## src/hw/rtl/scdkf_pkg.sv

```systemverilog
// ----------------------------------------------------------------------------
// scdkf_pkg: shared types and constants for the scan code decoder key FIFO
//
// Word formats of both channels, register indexes, scan code constants and
// the scan-code-set-1 to ASCII table.
// ----------------------------------------------------------------------------
package scdkf_pkg;

  // Default number of entries in the key store; it holds one key fewer.
  localparam int FIFO_DEPTH_DEF = 32;

  // Width of one stored key and of each arrow code register.
  localparam int KEY_W = 16;

  // Width of the configuration register index and data.
  localparam int CFG_IDX_W  = 3;
  localparam int CFG_DATA_W = 16;

  // Input word kinds.
  localparam logic KIND_BYTE = 1'b0;
  localparam logic KIND_POP  = 1'b1;

  // Configuration register indexes.
  typedef enum logic [CFG_IDX_W-1:0] {
    CFG_UP    = 3'd0,
    CFG_DOWN  = 3'd1,
    CFG_LEFT  = 3'd2,
    CFG_RIGHT = 3'd3
  } cfg_idx_t;

  // Reset values of the arrow code registers.
  localparam logic [KEY_W-1:0] UP_CODE_RST    = 16'd256;
  localparam logic [KEY_W-1:0] DOWN_CODE_RST  = 16'd257;
  localparam logic [KEY_W-1:0] LEFT_CODE_RST  = 16'd258;
  localparam logic [KEY_W-1:0] RIGHT_CODE_RST = 16'd259;

  // Scan code set 1 constants.
  localparam logic [7:0] SC_EXTENDED = 8'hE0;
  localparam logic [7:0] SC_UP       = 8'h48;
  localparam logic [7:0] SC_DOWN     = 8'h50;
  localparam logic [7:0] SC_LEFT     = 8'h4B;
  localparam logic [7:0] SC_RIGHT    = 8'h4D;
  localparam int         SC_BREAK_BIT = 7;

  // Input word: a scan code byte or a pop request.
  typedef struct packed {
    logic       kind;
    logic [7:0] scan_byte;
  } in_word_t;

  // Result word.
  typedef struct packed {
    logic             key_valid;
    logic [KEY_W-1:0] key_value;
    logic             dropped;
  } out_word_t;

  // Arrow codes programmed through the configuration port.
  typedef struct packed {
    logic [KEY_W-1:0] up;
    logic [KEY_W-1:0] down;
    logic [KEY_W-1:0] left;
    logic [KEY_W-1:0] right;
  } arrow_codes_t;

  // Decoder result handed to the FIFO control.
  typedef struct packed {
    logic             key_ok;
    logic             ext_nxt;
    logic [KEY_W-1:0] key;
  } dec_t;

  // Scan code set 1 make code to ASCII; unlisted codes give zero.
  function automatic logic [7:0] ascii_rom(input logic [6:0] code);
    logic [7:0] val;
    case (code)
      7'd1:    val = 8'h1B;
      7'd2:    val = 8'h31;
      7'd3:    val = 8'h32;
      7'd4:    val = 8'h33;
      7'd5:    val = 8'h34;
      7'd6:    val = 8'h35;
      7'd7:    val = 8'h36;
      7'd8:    val = 8'h37;
      7'd9:    val = 8'h38;
      7'd10:   val = 8'h39;
      7'd11:   val = 8'h30;
      7'd12:   val = 8'h2D;
      7'd13:   val = 8'h3D;
      7'd14:   val = 8'h08;
      7'd15:   val = 8'h09;
      7'd16:   val = 8'h71;
      7'd17:   val = 8'h77;
      7'd18:   val = 8'h65;
      7'd19:   val = 8'h72;
      7'd20:   val = 8'h74;
      7'd21:   val = 8'h79;
      7'd22:   val = 8'h75;
      7'd23:   val = 8'h69;
      7'd24:   val = 8'h6F;
      7'd25:   val = 8'h70;
      7'd26:   val = 8'h5B;
      7'd27:   val = 8'h5D;
      7'd28:   val = 8'h0A;
      7'd30:   val = 8'h61;
      7'd31:   val = 8'h73;
      7'd32:   val = 8'h64;
      7'd33:   val = 8'h66;
      7'd34:   val = 8'h67;
      7'd35:   val = 8'h68;
      7'd36:   val = 8'h6A;
      7'd37:   val = 8'h6B;
      7'd38:   val = 8'h6C;
      7'd39:   val = 8'h3B;
      7'd40:   val = 8'h27;
      7'd41:   val = 8'h60;
      7'd43:   val = 8'h5C;
      7'd44:   val = 8'h7A;
      7'd45:   val = 8'h78;
      7'd46:   val = 8'h63;
      7'd47:   val = 8'h76;
      7'd48:   val = 8'h62;
      7'd49:   val = 8'h6E;
      7'd50:   val = 8'h6D;
      7'd51:   val = 8'h2C;
      7'd52:   val = 8'h2E;
      7'd53:   val = 8'h2F;
      7'd55:   val = 8'h2A;
      7'd57:   val = 8'h20;
      default: val = 8'h00;
    endcase
    return val;
  endfunction

endpackage

```

## src/hw/rtl/scdkf_ram.sv

```systemverilog
// ----------------------------------------------------------------------------
// scdkf_ram: generic single-port-write, single-port-read RAM
//
// One write and one read per cycle; the read data is registered.
// ----------------------------------------------------------------------------
module scdkf_ram #(
  parameter int WIDTH = 16,
  parameter int DEPTH = 32
) (
  input  logic                     clk,
  input  logic                     wr_en,
  input  logic [$clog2(DEPTH)-1:0] wr_addr,
  input  logic [WIDTH-1:0]         wr_data,
  input  logic [$clog2(DEPTH)-1:0] rd_addr,
  output logic [WIDTH-1:0]         rd_data
);

  logic [WIDTH-1:0] mem_r [DEPTH];
  logic [WIDTH-1:0] rd_data_r;

  // Write port and registered read port.
  always_ff @(posedge clk) begin
    if (wr_en) begin
      mem_r[wr_addr] <= wr_data;
    end
    rd_data_r <= mem_r[rd_addr];
  end

  assign rd_data = rd_data_r;

endmodule

```

## src/hw/rtl/scdkf_decode.sv

```systemverilog
// ----------------------------------------------------------------------------
// scdkf_decode: scan code set 1 byte decoder
//
// Tracks the extended prefix and turns one byte into a key, if any.
// ----------------------------------------------------------------------------
module scdkf_decode (
  input  logic                    ext_pending,
  input  logic [7:0]              scan_byte,
  input  scdkf_pkg::arrow_codes_t codes,
  output scdkf_pkg::dec_t         dec
);

  always_comb begin
    dec = '0;
    dec.ext_nxt = 1'b0;
    if (scan_byte == scdkf_pkg::SC_EXTENDED) begin
      // Prefix byte arms the extended flag and yields nothing.
      dec.ext_nxt = 1'b1;
    end else if (ext_pending) begin
      // Byte after the prefix: only the four arrow make codes give a key.
      case (scan_byte)
        scdkf_pkg::SC_UP: begin
          dec.key_ok = 1'b1;
          dec.key    = codes.up;
        end
        scdkf_pkg::SC_DOWN: begin
          dec.key_ok = 1'b1;
          dec.key    = codes.down;
        end
        scdkf_pkg::SC_LEFT: begin
          dec.key_ok = 1'b1;
          dec.key    = codes.left;
        end
        scdkf_pkg::SC_RIGHT: begin
          dec.key_ok = 1'b1;
          dec.key    = codes.right;
        end
        default: begin
          dec.key_ok = 1'b0;
        end
      endcase
    end else if (!scan_byte[scdkf_pkg::SC_BREAK_BIT]) begin
      // Plain make code; break codes are ignored.
      dec.key_ok = 1'b1;
      dec.key    = {{(scdkf_pkg::KEY_W-8){1'b0}}, scdkf_pkg::ascii_rom(scan_byte[6:0])};
    end
  end

endmodule

```

## src/hw/rtl/scancode_decoder_key_fifo.sv

```systemverilog
// ----------------------------------------------------------------------------
// scancode_decoder_key_fifo: scan code set 1 decoder with a key FIFO
//
// Decodes keyboard bytes into keys and queues them in a RAM-based ring FIFO.
// ----------------------------------------------------------------------------
// Each input word is either a scan code byte or a request to pop one key, and
// each word gives exactly one result word. Byte words and pops on an empty
// FIFO are answered from the idle state; a pop that returns a key passes
// through a read state, as the key store is a synchronous RAM with registered
// read data and the block waits for that read before taking the next word.
// The FIFO holds FIFO_DEPTH-1 keys; a key decoded while it is full is
// discarded and the result word reports it as dropped. The arrow codes are
// to be written through the configuration port while the block is idle; the
// block does not enforce this. The key store needs no clearing after reset.
module scancode_decoder_key_fifo #(
  parameter int FIFO_DEPTH = scdkf_pkg::FIFO_DEPTH_DEF
) (
  input  logic                             clk,
  input  logic                             rst_n,
  // Input words
  input  logic                             in_valid,
  output logic                             in_ready,
  input  scdkf_pkg::in_word_t              in_data,
  // Result words
  output logic                             out_valid,
  input  logic                             out_ready,
  output scdkf_pkg::out_word_t             out_data,
  // Configuration port
  input  logic                             cfg_wr_en,
  input  logic [scdkf_pkg::CFG_IDX_W-1:0]  cfg_idx,
  input  logic [scdkf_pkg::CFG_DATA_W-1:0] cfg_wdata
);

  localparam int PTR_W = $clog2(FIFO_DEPTH);
  localparam logic [PTR_W-1:0] PTR_LAST = PTR_W'(FIFO_DEPTH - 1);

  typedef enum logic {
    ST_IDLE,
    ST_READ
  } state_t;

  state_t                          state_r, state_nxt;
  logic                            ext_r, ext_nxt;
  logic [PTR_W-1:0]                wptr_r, wptr_nxt;
  logic [PTR_W-1:0]                rptr_r, rptr_nxt;
  logic                            out_valid_r, out_valid_nxt;
  scdkf_pkg::out_word_t            out_data_r, out_data_nxt;
  scdkf_pkg::arrow_codes_t         codes_r;

  scdkf_pkg::dec_t                 dec;
  logic                            accept;
  logic [PTR_W-1:0]                wptr_inc;
  logic [PTR_W-1:0]                rptr_inc;
  logic                            fifo_full;
  logic                            fifo_empty;
  logic                            ram_wr_en;
  logic [scdkf_pkg::KEY_W-1:0]     ram_rd_data;

  // Arrow code registers; unknown indexes are ignored.
  always_ff @(posedge clk) begin
    if (!rst_n) begin
      codes_r.up    <= scdkf_pkg::UP_CODE_RST;
      codes_r.down  <= scdkf_pkg::DOWN_CODE_RST;
      codes_r.left  <= scdkf_pkg::LEFT_CODE_RST;
      codes_r.right <= scdkf_pkg::RIGHT_CODE_RST;
    end else if (cfg_wr_en) begin
      case (cfg_idx)
        scdkf_pkg::CFG_UP:    codes_r.up    <= cfg_wdata;
        scdkf_pkg::CFG_DOWN:  codes_r.down  <= cfg_wdata;
        scdkf_pkg::CFG_LEFT:  codes_r.left  <= cfg_wdata;
        scdkf_pkg::CFG_RIGHT: codes_r.right <= cfg_wdata;
        default: ;
      endcase
    end
  end

  // Byte decoder.
  scdkf_decode u_decode (
    .ext_pending (ext_r),
    .scan_byte   (in_data.scan_byte),
    .codes       (codes_r),
    .dec         (dec)
  );

  // Ring pointer arithmetic; the depth need not be a power of two.
  assign wptr_inc   = (wptr_r == PTR_LAST) ? '0 : wptr_r + 1'b1;
  assign rptr_inc   = (rptr_r == PTR_LAST) ? '0 : rptr_r + 1'b1;
  assign fifo_full  = (wptr_inc == rptr_r);
  assign fifo_empty = (wptr_r == rptr_r);

  // A new word is taken only when idle and the result register can take it.
  assign in_ready = (state_r == ST_IDLE) && (!out_valid_r || out_ready);
  assign accept   = in_valid && in_ready;

  // Next-state logic for the pointers, the prefix flag and the result word.
  always_comb begin
    state_nxt     = state_r;
    ext_nxt       = ext_r;
    wptr_nxt      = wptr_r;
    rptr_nxt      = rptr_r;
    ram_wr_en     = 1'b0;
    out_valid_nxt = out_valid_r && !out_ready;
    out_data_nxt  = out_data_r;
    case (state_r)
      ST_IDLE: begin
        if (accept) begin
          out_data_nxt = '0;
          if (in_data.kind == scdkf_pkg::KIND_BYTE) begin
            out_valid_nxt = 1'b1;
            ext_nxt       = dec.ext_nxt;
            if (dec.key_ok) begin
              if (fifo_full) begin
                out_data_nxt.dropped = 1'b1;
              end else begin
                ram_wr_en = 1'b1;
                wptr_nxt  = wptr_inc;
              end
            end
          end else if (fifo_empty) begin
            // Pop on an empty FIFO answers at once with an empty word.
            out_valid_nxt = 1'b1;
          end else begin
            // The RAM reads the head entry at this edge.
            rptr_nxt  = rptr_inc;
            state_nxt = ST_READ;
          end
        end
      end
      ST_READ: begin
        out_valid_nxt          = 1'b1;
        out_data_nxt           = '0;
        out_data_nxt.key_valid = 1'b1;
        out_data_nxt.key_value = ram_rd_data;
        state_nxt              = ST_IDLE;
      end
      default: begin
        state_nxt = ST_IDLE;
      end
    endcase
  end

  // State, pointers and the result register.
  always_ff @(posedge clk) begin
    if (!rst_n) begin
      state_r     <= ST_IDLE;
      ext_r       <= 1'b0;
      wptr_r      <= '0;
      rptr_r      <= '0;
      out_valid_r <= 1'b0;
    end else begin
      state_r     <= state_nxt;
      ext_r       <= ext_nxt;
      wptr_r      <= wptr_nxt;
      rptr_r      <= rptr_nxt;
      out_valid_r <= out_valid_nxt;
      out_data_r  <= out_data_nxt;
    end
  end

  // Key store; the read port always looks at the head of the FIFO.
  scdkf_ram #(
    .WIDTH (scdkf_pkg::KEY_W),
    .DEPTH (FIFO_DEPTH)
  ) u_key_store (
    .clk     (clk),
    .wr_en   (ram_wr_en),
    .wr_addr (wptr_r),
    .wr_data (dec.key),
    .rd_addr (rptr_r),
    .rd_data (ram_rd_data)
  );

  assign out_valid = out_valid_r;
  assign out_data  = out_data_r;

endmodule

```

## config.mk

```make
export PLATFORM = sky130hd
export DESIGN_NAME = scancode_decoder_key_fifo
export DESIGN_NICKNAME = d
export VERILOG_FILES = /design/src/hw/rtl/scdkf_pkg.sv /design/src/hw/rtl/scdkf_ram.sv /design/src/hw/rtl/scdkf_decode.sv /design/src/hw/rtl/scancode_decoder_key_fifo.sv
export SDC_FILE = /design/constraint.sdc
export NUM_CORES = 1
export LEC_CHECK = 0
export ABC_AREA = 1
export BUFFER_PORTS_ARGS = -buffer_cell sky130_fd_sc_hd__buf_4
export CAP_MARGIN = 20
export CORE_MARGIN = 4
export CORE_UTILIZATION = 50
export CTS_BUF_LIST = sky130_fd_sc_hd__clkbuf_2
export DETAILED_ROUTE_END_ITERATION = 12
export GPL_TIMING_DRIVEN = 1
export PLACE_DENSITY = 0.66
export SLEW_MARGIN = 5
export SYNTH_ARGS = -nofsm -noshare
export SYNTH_HDL_FRONTEND = slang
export SYNTH_SLANG_ARGS = --single-unit
```

## constraint.sdc

```tcl
create_clock -name clk -period 3 [get_ports clk]
set_clock_uncertainty 0.2 [all_clocks]
set_input_delay 0.15 -clock clk [delete_from_list [all_inputs] [get_ports clk]]
set_output_delay 0.15 -clock clk [all_outputs]
set_load 0.01 [all_outputs]
```

==> metrics.yaml, run 1 <==
power_and_ir_drop:
  report.power.total_w: 0.0176
  leakagePower_nw: 11.7
  power.share.switching: 0.282
  power.clock.fraction: 0.325
  power_density_nw_per_um2: 584
  power.sequential.fraction: 0.544
  switchingPower_w: 0.00498
  cell_internal_pwr_w: 0.0127
  ir_drop_mv: 0.360
  power_frac_comb: 0.130
detailed_routing:
  routedWlPerCell_um: 20.6
  postRouteWirelength_mm: 69.3
  drt_iter0_drc: 2203
  number_of_optimization_iterations_in_the_first_detailed_route_pass: 6
  route.vias.total: 18878
  final_antenna_net_count: 0
  dr_vias_cell: 5.62
  post-route-drc-count: 0
placed_design:
  dpl-instance-area_um2: 27400
  gp_routability_congestion: 0.891
  place_hpwl_mm: 41.0
  port_buffers: 52
finish:
  finalNetCount: 2614
  layout.cells.most_common: "edfxtp_1"
  drive_gt1_frac: 0.170
  fillCellCount: 4055
  layout.cells.most_common_list: "530 x edfxtp_1, 427 x nor2_1, 358 x o21ai_0, 233 x nand2_1, 213 x clkbuf_2"
  area_delta_synth_final_pct: 18.3
  fin_area_um2: 30200
timing:
  setup_repair_after_global_routing_missed_its_margin: "true"
  timing.final.crit_share: 0.976
  report.final.slew_viol_count: 0
  max-slew-margin-rel: 0.431
  fmaxAchievable_mhz: 341
  worst_slew_pin_slew_ns: 0.853
  post-route-min-period_ns: 2.93
  setup_viol: 0
  setup_tns_ns: 0
  finalHoldViolations: 0
grt:
  first_global_vias: 18444
  grt_start_max_net_pins: 93
  global_route.usage.total: 0.257
  globalRoute.totalOverflow: 0
  grt_antenna_before_repair: 3
  first_pass_grt_wire_length_mm: 106
floorplanning:
  design.die.area_um2: 54700
  die-height_um: 234
  placementRows: 82
  ioPinCount: 53
  coreArea_um2: 50300
  initial_core_util: 0.508
  floorplan.die.width_um: 234
synth:
  syn_avg_cell_area_um2: 11.2
  synth_area_leader_cell: "edfxtp_1"
  synthDominantCellAreaShare: 0.624
  leading_cell_types_by_total_area_after_synthesis: "edfxtp_1 62%, dfxtp_1 7.3%, o21ai_0 7.0%"
  synth_fp_nets: 2326
  synth_seq_area_share: 0.697
  number_of_flip_flops_and_latches_in_the_synthesized_netlist: 623
  yosysWarningCount: 0
  synthesis.instances: 2275
  syn_area_um2: 25500
  synthDistinctLibCells: 37
worst_setup_path:
  timing.critical_path.fanout_max: 16
  crit_family: "buffers and inverters"
  crit_type: "primary input to flop"
  timing.critical_path.slowest_cell_delay_ns: 0.60
  worstPathRequired_ns: 3.76
  path_common_cell: "dlygate4sd3_1"
  timing.critical_path.slowest_stage_cell: "dlygate4sd3_1"
  critPathLaunchType: "primary input"
  timing.critical_path.buf_inv: 5
  cp_cell_sequence: "dlygate4sd3_1, buf_4, ha_1, nand3_1, dlygate4sd3_1, nor2_4, dlygate4sd3_1, nor2_1, nand3_2, nand3_2, nor2_8, nand2_4, nor2_1, buf_6"
  crit_path_end_kind: "flop"
  signal_arrival_time_at_the_worst_endpoint_ns: 3.69
clocking:
  ctsRootBufferMaster: "clkbuf_2"
  numClockSinks: 623
  clock_latency_ns: 1.28
  numCtsBuffers: 153
  cts_buffer_depth: 3
  cts.clk_slew.worst_paths_ns: 0.11
  htreeDepth: 4
  cts_tree: "built"
run_status:
  status: "finished, final reports clean"
hold_path:
  worstHoldPathType: "primary input to flop"
job:
  drv.max_cap_violation_count: 0
-- worst paths after layout --
kind	startpoint	endpoint	slack [ns]	depth (start not counted)
max reg2reg	wptr_r[1]	u_key_store.mem_r[29][1]	0.17	16
min	cfg_wdata[5]	codes_r[5]	0.18	5
max	in_data[1]	u_key_store.mem_r[29][1]	0.07	14
min reg2reg	codes_r[11]	codes_r[11]	0.26	2
-- cells by family (layout without fill, tap and decap cells) --
kind of cell / after synthesis / count (layout) / share of synthesized area
flip-flops: 623 / 623 / 0.697
AND/OR/NAND/NOR: 779 / 779 / 0.123
XOR/XNOR: 6 / 6 / 0.00206
buffers and inverters: 257 / 664 / 0.0394
other: 0 / 5 / 0
AO/OA/AOI/OAI: 592 / 592 / 0.130
adder cells (fa/ha/maj): 18 / 18 / 0.00883
-- layout make-up --
class,instances,area [um^2],share of cell area
Inverter,116,452,0.0150
Sequential cell,623,17800,0.589
Clock inverter,61,392,0.0130
Antenna cell,5,12.5,0.000414
Clock buffer,213,1070,0.0353
Timing Repair Buffer,274,2810,0.0930
Multi-Input combinational cell,1395,6830,0.226
Tap cell,672,841,0.0279
-- worst reg2reg max path: stages (launching register included) --
cell,delay [ns]
dfxtp_2,0.36
ha_1,0.20
nand2_1,0.11
nor2_1,0.06
ha_1,0.20
inv_1,0.12
nand2_1,0.08
nand2_1,0.06
nand2_1,0.05
nand3_1,0.07
nor2_1,0.05
nand3_1,0.09
inv_2,0.07
nor2_8,0.18
nand2_4,0.18
nor2_1,0.19
buf_6,0.23
-- timing repair --
| action | in CTS | in global routing |
|---|---|---|
| endpoints found under the setup margin | 0 | 563 |
| endpoints found under the hold margin | 1120 | 0 |
| hold buffers | 118 | 0 |
| setup buffers | 0 | 5 |
| resized for setup | 0 | 40 |
-- metrics by stage --
stage | hold WS [ns] | utilization | instances | setup WS, ns
final | 0.181 | 0.600 | 3359 | 0.0714
after global routing | 0.0797 | 0.600 | 3359 | -0.0262
after CTS | 0.000611 | 0.598 | 3353 | 0.0242
after detailed placement | 0.209 | 0.545 | 2961 | 0.141
after global placement | 0.202 | 0.545 | 2961 | 0.150
after floorplan | 0.0763 | - | 2275 | -0.191
-- flip-flops by register name (all words and copies together), names as in the netlist --
name                 count
out_valid                1
u_key_store.rd_data     16
state_r                  1
ext_r                    1
rptr_r                   5
out_data                18
u_key_store.mem_r      512
codes_r                 64
wptr_r                   5
-- power groups by stage --
stage | combinational, W | sequential (W) | clock (W)
global route | 0.00252 | 0.00962 | 0.00638
floorplan | 0.00126 | 0.00978 | 0
detailed placement | 0.00215 | 0.00980 | 0
finish | 0.00230 | 0.00960 | 0.00573
CTS | 0.00226 | 0.00960 | 0.00590
global placement | 0.00213 | 0.00979 | 0
-- routing by layer --
metal	vias to the layer above	routed length, um	track usage
li1	8787	-	-
met1	9079	28000	0.345
met2	881	33100	0.417
met3	131	6010	0.0496
met4	0	2160	0.105
met5	-	0	0
-- cells in the mapped netlist (all sizes together) --
cell type and instances:
a31oi 3, xnor2 5, a21oi 72, ha 18
nor4 1, a41oi 1, a22o 1, nand4 18
nand3 63, o21ai 358, clkbuf 101, o22ai 73
a211oi 4, o221ai 16, o31ai 3, o211ai 52
xor2 1, dfxtp 93, nor3 5, clkinv 7
nand3b 1, o21a 1, buf 40, a221oi 8
edfxtp 530, nor2 453, nand2 238, inv 109
Power figures use the tool's default switching activity.
==> run 2: changes to the inputs <==
--- a/config.mk
+++ b/config.mk
@@ -5,7 +5,6 @@
 export SDC_FILE = /design/constraint.sdc
 export NUM_CORES = 1
 export LEC_CHECK = 0
-export ABC_AREA = 1
 export BUFFER_PORTS_ARGS = -buffer_cell sky130_fd_sc_hd__buf_4
 export CAP_MARGIN = 20
 export CORE_MARGIN = 4
==> run 2 against run 1 <==
The flow now finishes with violations (negative setup slack). Via count shrank 21%. Flip-flop and latch count unchanged. Clock power increased by 2%. Setup slack got worse by 0.18 ns. Highest routed layer unchanged.
==> metrics.yaml, run 2 <==
worst_setup_path:
  critPathLaunchType: "primary input"
  signal_arrival_time_at_the_worst_endpoint_ns: 3.77  # +0.08 ns
  timing.critical_path.buf_inv: 6  # +1
  rr_endpoint: "u_key_store.mem_r[26][5]"
  rrSetupSlack_ns: 0.12  # -0.05 ns
  timing.critical_path.slowest_stage_cell: "dlygate4sd3_1"
  r2r-start: "wptr_r[0]"
  cp_cell_sequence: "dlygate4sd3_1, buf_4, dlygate4sd3_1, nor2b_1, dlygate4sd3_1, o31ai_1, o2111ai_1, a21oi_2, buf_12, buf_4, and3_2"
  crit_family: "buffers and inverters"
  timing.critical_path.slowest_cell_delay_ns: 0.61  # about the same
  worstPathRequired_ns: 3.65  # -0.11 ns
  timing.critical_path.fanout_max: 16  # unchanged
  crit_type: "primary input to flop"
  crit_path_end_kind: "flop"
  worst-r2r-cell-count: 11  # -5
  path_common_cell: "dlygate4sd3_1"
detailed_routing:
  post-route-drc-count: 0  # unchanged
  routedWlPerCell_um: 25.3  # +23%
  postRouteWirelength_mm: 64.0  # -7.6%
  number_of_optimization_iterations_in_the_first_detailed_route_pass: 9  # +3
  drt_iter0_drc: 1735  # -21%
  route.vias.total: 14969  # -21%
  dr_vias_cell: 5.93  # +5.4%
  final_antenna_net_count: 0  # unchanged
clocking:
  clock_latency_ns: 1.28  # about the same
  numClockSinks: 623  # unchanged
  cts_buffer_depth: 3  # unchanged
  ctsRootBufferMaster: "clkbuf_2"
  htreeDepth: 4  # unchanged
  cts_tree: "built"
  cts.clk_slew.worst_paths_ns: 0.09  # -0.02 ns
  numCtsBuffers: 152  # -0.65%
synth:
  synth_fp_nets: 1462  # -37%
  number_of_enable_type_register_cells_in_the_synthesized_netlist: 530  # unchanged
  synthDistinctLibCells: 62  # +68%
  synth_area_leader_cell: "edfxtp_1"
  number_of_flip_flops_and_latches_in_the_synthesized_netlist: 623  # unchanged
  synth_async_sr_flop_share: 0  # unchanged
  synthDominantCellAreaShare: 0.636  # +0.0125
  synthesis.instances: 1411  # -38%
  yosysWarningCount: 0  # unchanged
  synth_seq_area_share: 0.711  # +0.0140
  synth.most_common_cell: "edfxtp_1"
  dominantRegCellSynth: "edfxtp_1"
  syn_area_um2: 25000  # -2.0%
  syn_avg_cell_area_um2: 17.7  # +58%
  synth_commonest_cells: "530 x edfxtp_1, 174 x nand2_1, 162 x mux4_2, 93 x dfxtp_1, 76 x a21oi_1"
  leading_cell_types_by_total_area_after_synthesis: "edfxtp_1 64%, mux4_2 15%, dfxtp_1 7.4%"
grt:
  global_route.usage.total: 0.238  # -0.0192
  first_pass_grt_wire_length_mm: 94.3  # -11%
  globalRoute.totalOverflow: 0  # unchanged
  grt_start_max_net_pins: 46  # -51%
  grt_antenna_before_repair: 2  # -1
  first_global_vias: 15001  # -19%
timing:
  setup_viol: 277  # +277
  max-slew-margin-rel: 0.153  # -0.278
  finalHoldViolations: 0  # unchanged
  fmaxAchievable_mhz: 321  # -5.9%
  setup_tns_ns: -11.18  # -11.18 ns
  timing.final.crit_share: 1.04  # +0.0614
  worst_slew_pin_slew_ns: 1.27  # +0.414 ns
  post-route-min-period_ns: 3.11  # +0.184 ns
  setup_slack_ns: -0.113  # -0.184 ns
  setup_repair_after_global_routing_missed_its_margin: "false"
  report.final.slew_viol_count: 0  # unchanged
hold_path:
  worstHoldEndpoint: "codes_r[4]"
  worstHoldPathType: "primary input to flop"
  holdPathStages: 6  # +1
  hold_path.startpoint: "cfg_idx[2]"
finish:
  largest_reg_flops: 512  # unchanged
  drive_gt1_frac: 0.337  # +0.166
  layout.cells.most_common_list: "530 x edfxtp_1, 229 x clkbuf_2, 174 x nand2_1, 162 x mux4_2, 120 x dlygate4sd3_1"
  layout.cells.most_common: "edfxtp_1"
  fillCellCount: 3572  # -12%
  final-seq-area_um2: 17800  # unchanged
  area_delta_synth_final_pct: 18.8
  largest_register: "u_key_store.mem_r"
  finalNetCount: 1799  # -31%
  multi_input_area_um2: 7060  # +3.3%
floorplanning:
  coreArea_um2: 49200  # -2.2%
  initial_core_util: 0.509  # +0.00135
  placementRows: 81  # -1.2%
  design.die.area_um2: 53700  # -1.9%
  ioPinCount: 53  # unchanged
  die-height_um: 232  # -0.95%
  floorplan.die.width_um: 232  # -0.95%
placed_design:
  port_buffers: 52  # unchanged
  preCtsSetupSlack_ns: -0.0623  # -0.203 ns
  gp_routability_congestion: 0.908  # +1.9%
  place_hpwl_mm: 37.6  # -8.2%
job:
  drv.max_cap_violation_count: 0  # unchanged
power_and_ir_drop:
  report.power.total_w: 0.0159  # -9.7%
  leakagePower_nw: 10.3  # -12%
  power_density_nw_per_um2: 536  # -8.2%
  ir_drop_mv: 0.303  # -16%
run_status:
  status: "complete, but fails checks"
  violations_in_the_final_reports: "negative setup slack"
## run 2: tightest hold or removal path, stage by stage
cell and delay (ns):
dlygate4sd3_1 0.53, buf_4 0.11, nor2b_1 0.05, and3_1 0.44, nand2_1 0.17, a21oi_1 0.06
## run 2: worst max-delay path by stage
stage	from	end	slack [ns]	cells past startpoint
4_1_cts	wptr_r[0]	u_key_store.mem_r[4][12]	-0.007	11
3_3_place_gp	wptr_r[0]	u_key_store.mem_r[16][13]	0.01	10
6_report	in_data[2]	u_key_store.mem_r[26][5]	-0.11	11
5_1_grt	in_data[2]	wptr_r[3]	0.009	11
3_5_place_dp	wptr_r[0]	u_key_store.mem_r[16][7]	-0.06	10
2_1_floorplan	in_data[1]	u_key_store.mem_r[0][10]	-0.23	8
## run 2: metrics by stage
step           std cells   util  instance area, um^2  hold slack, ns
2_1_floorplan       1411      -                25100          0.0740
3_3_place_gp        2124  0.545                26800           0.199
3_5_place_dp        2124  0.545                26800           0.198
4_1_cts             2509  0.600                29500        0.000274
5_1_grt             2526  0.604                29700          0.0591
6_report            2526  0.604                29700           0.109
## run 2: report_power, final
| group | total [W] | switching, W | leakage, nW | internal, W |
|---|---|---|---|---|
| sequential | 0.00937 | 0.0000220 | 5.94 | 0.00934 |
| combinational | 0.000694 | 0.000380 | 3.23 | 0.000314 |
| clock | 0.00586 | 0.00333 | 1.09 | 0.00253 |
| total | 0.0159 | 0.00373 | 10.3 | 0.0122 |
## run 2: final cells by class
| class | instances | area share |
|---|---|---|
| Inverter | 15 | 0.00190 |
| Tap cell | 664 | 0.0280 |
| Clock buffer | 229 | 0.0386 |
| Antenna cell | 3 | 0.000253 |
| Sequential cell | 623 | 0.599 |
| Clock inverter | 36 | 0.0105 |
| Multi-Input combinational cell | 698 | 0.237 |
| Timing Repair Buffer | 258 | 0.0847 |
## run 2: layer usage
layer  share of wire  wire (um)  global-route usage  vias to the layer above
li1                -          -                   -                     6433
met1            0.42      26600               0.345                     7588
met2            0.47      30100               0.359                      854
met3           0.091       5800              0.0595                       94
met4           0.024       1520              0.0794                        0
met5               0          0                   0                        -
## run 2: cells by family after synthesis
kind of cell,Yosys count,synth area share
multiplexers,189,0.158
AO/OA/AOI/OAI,153,0.0398
flip-flops,623,0.711
AND/OR/NAND/NOR,314,0.0604
buffers and inverters,102,0.0184
XOR/XNOR,12,0.00420
adder cells (fa/ha/maj),18,0.00900
## run 2: what timing repair did
item	4_1_cts	5_1_grt
setup endpoints to repair	73	342
hold buffers	120	1
endpoints found under the hold margin	1120	1
pin swaps	0	7
gates resized for setup	8	25
cloned	0	12
setup buffers	0	2
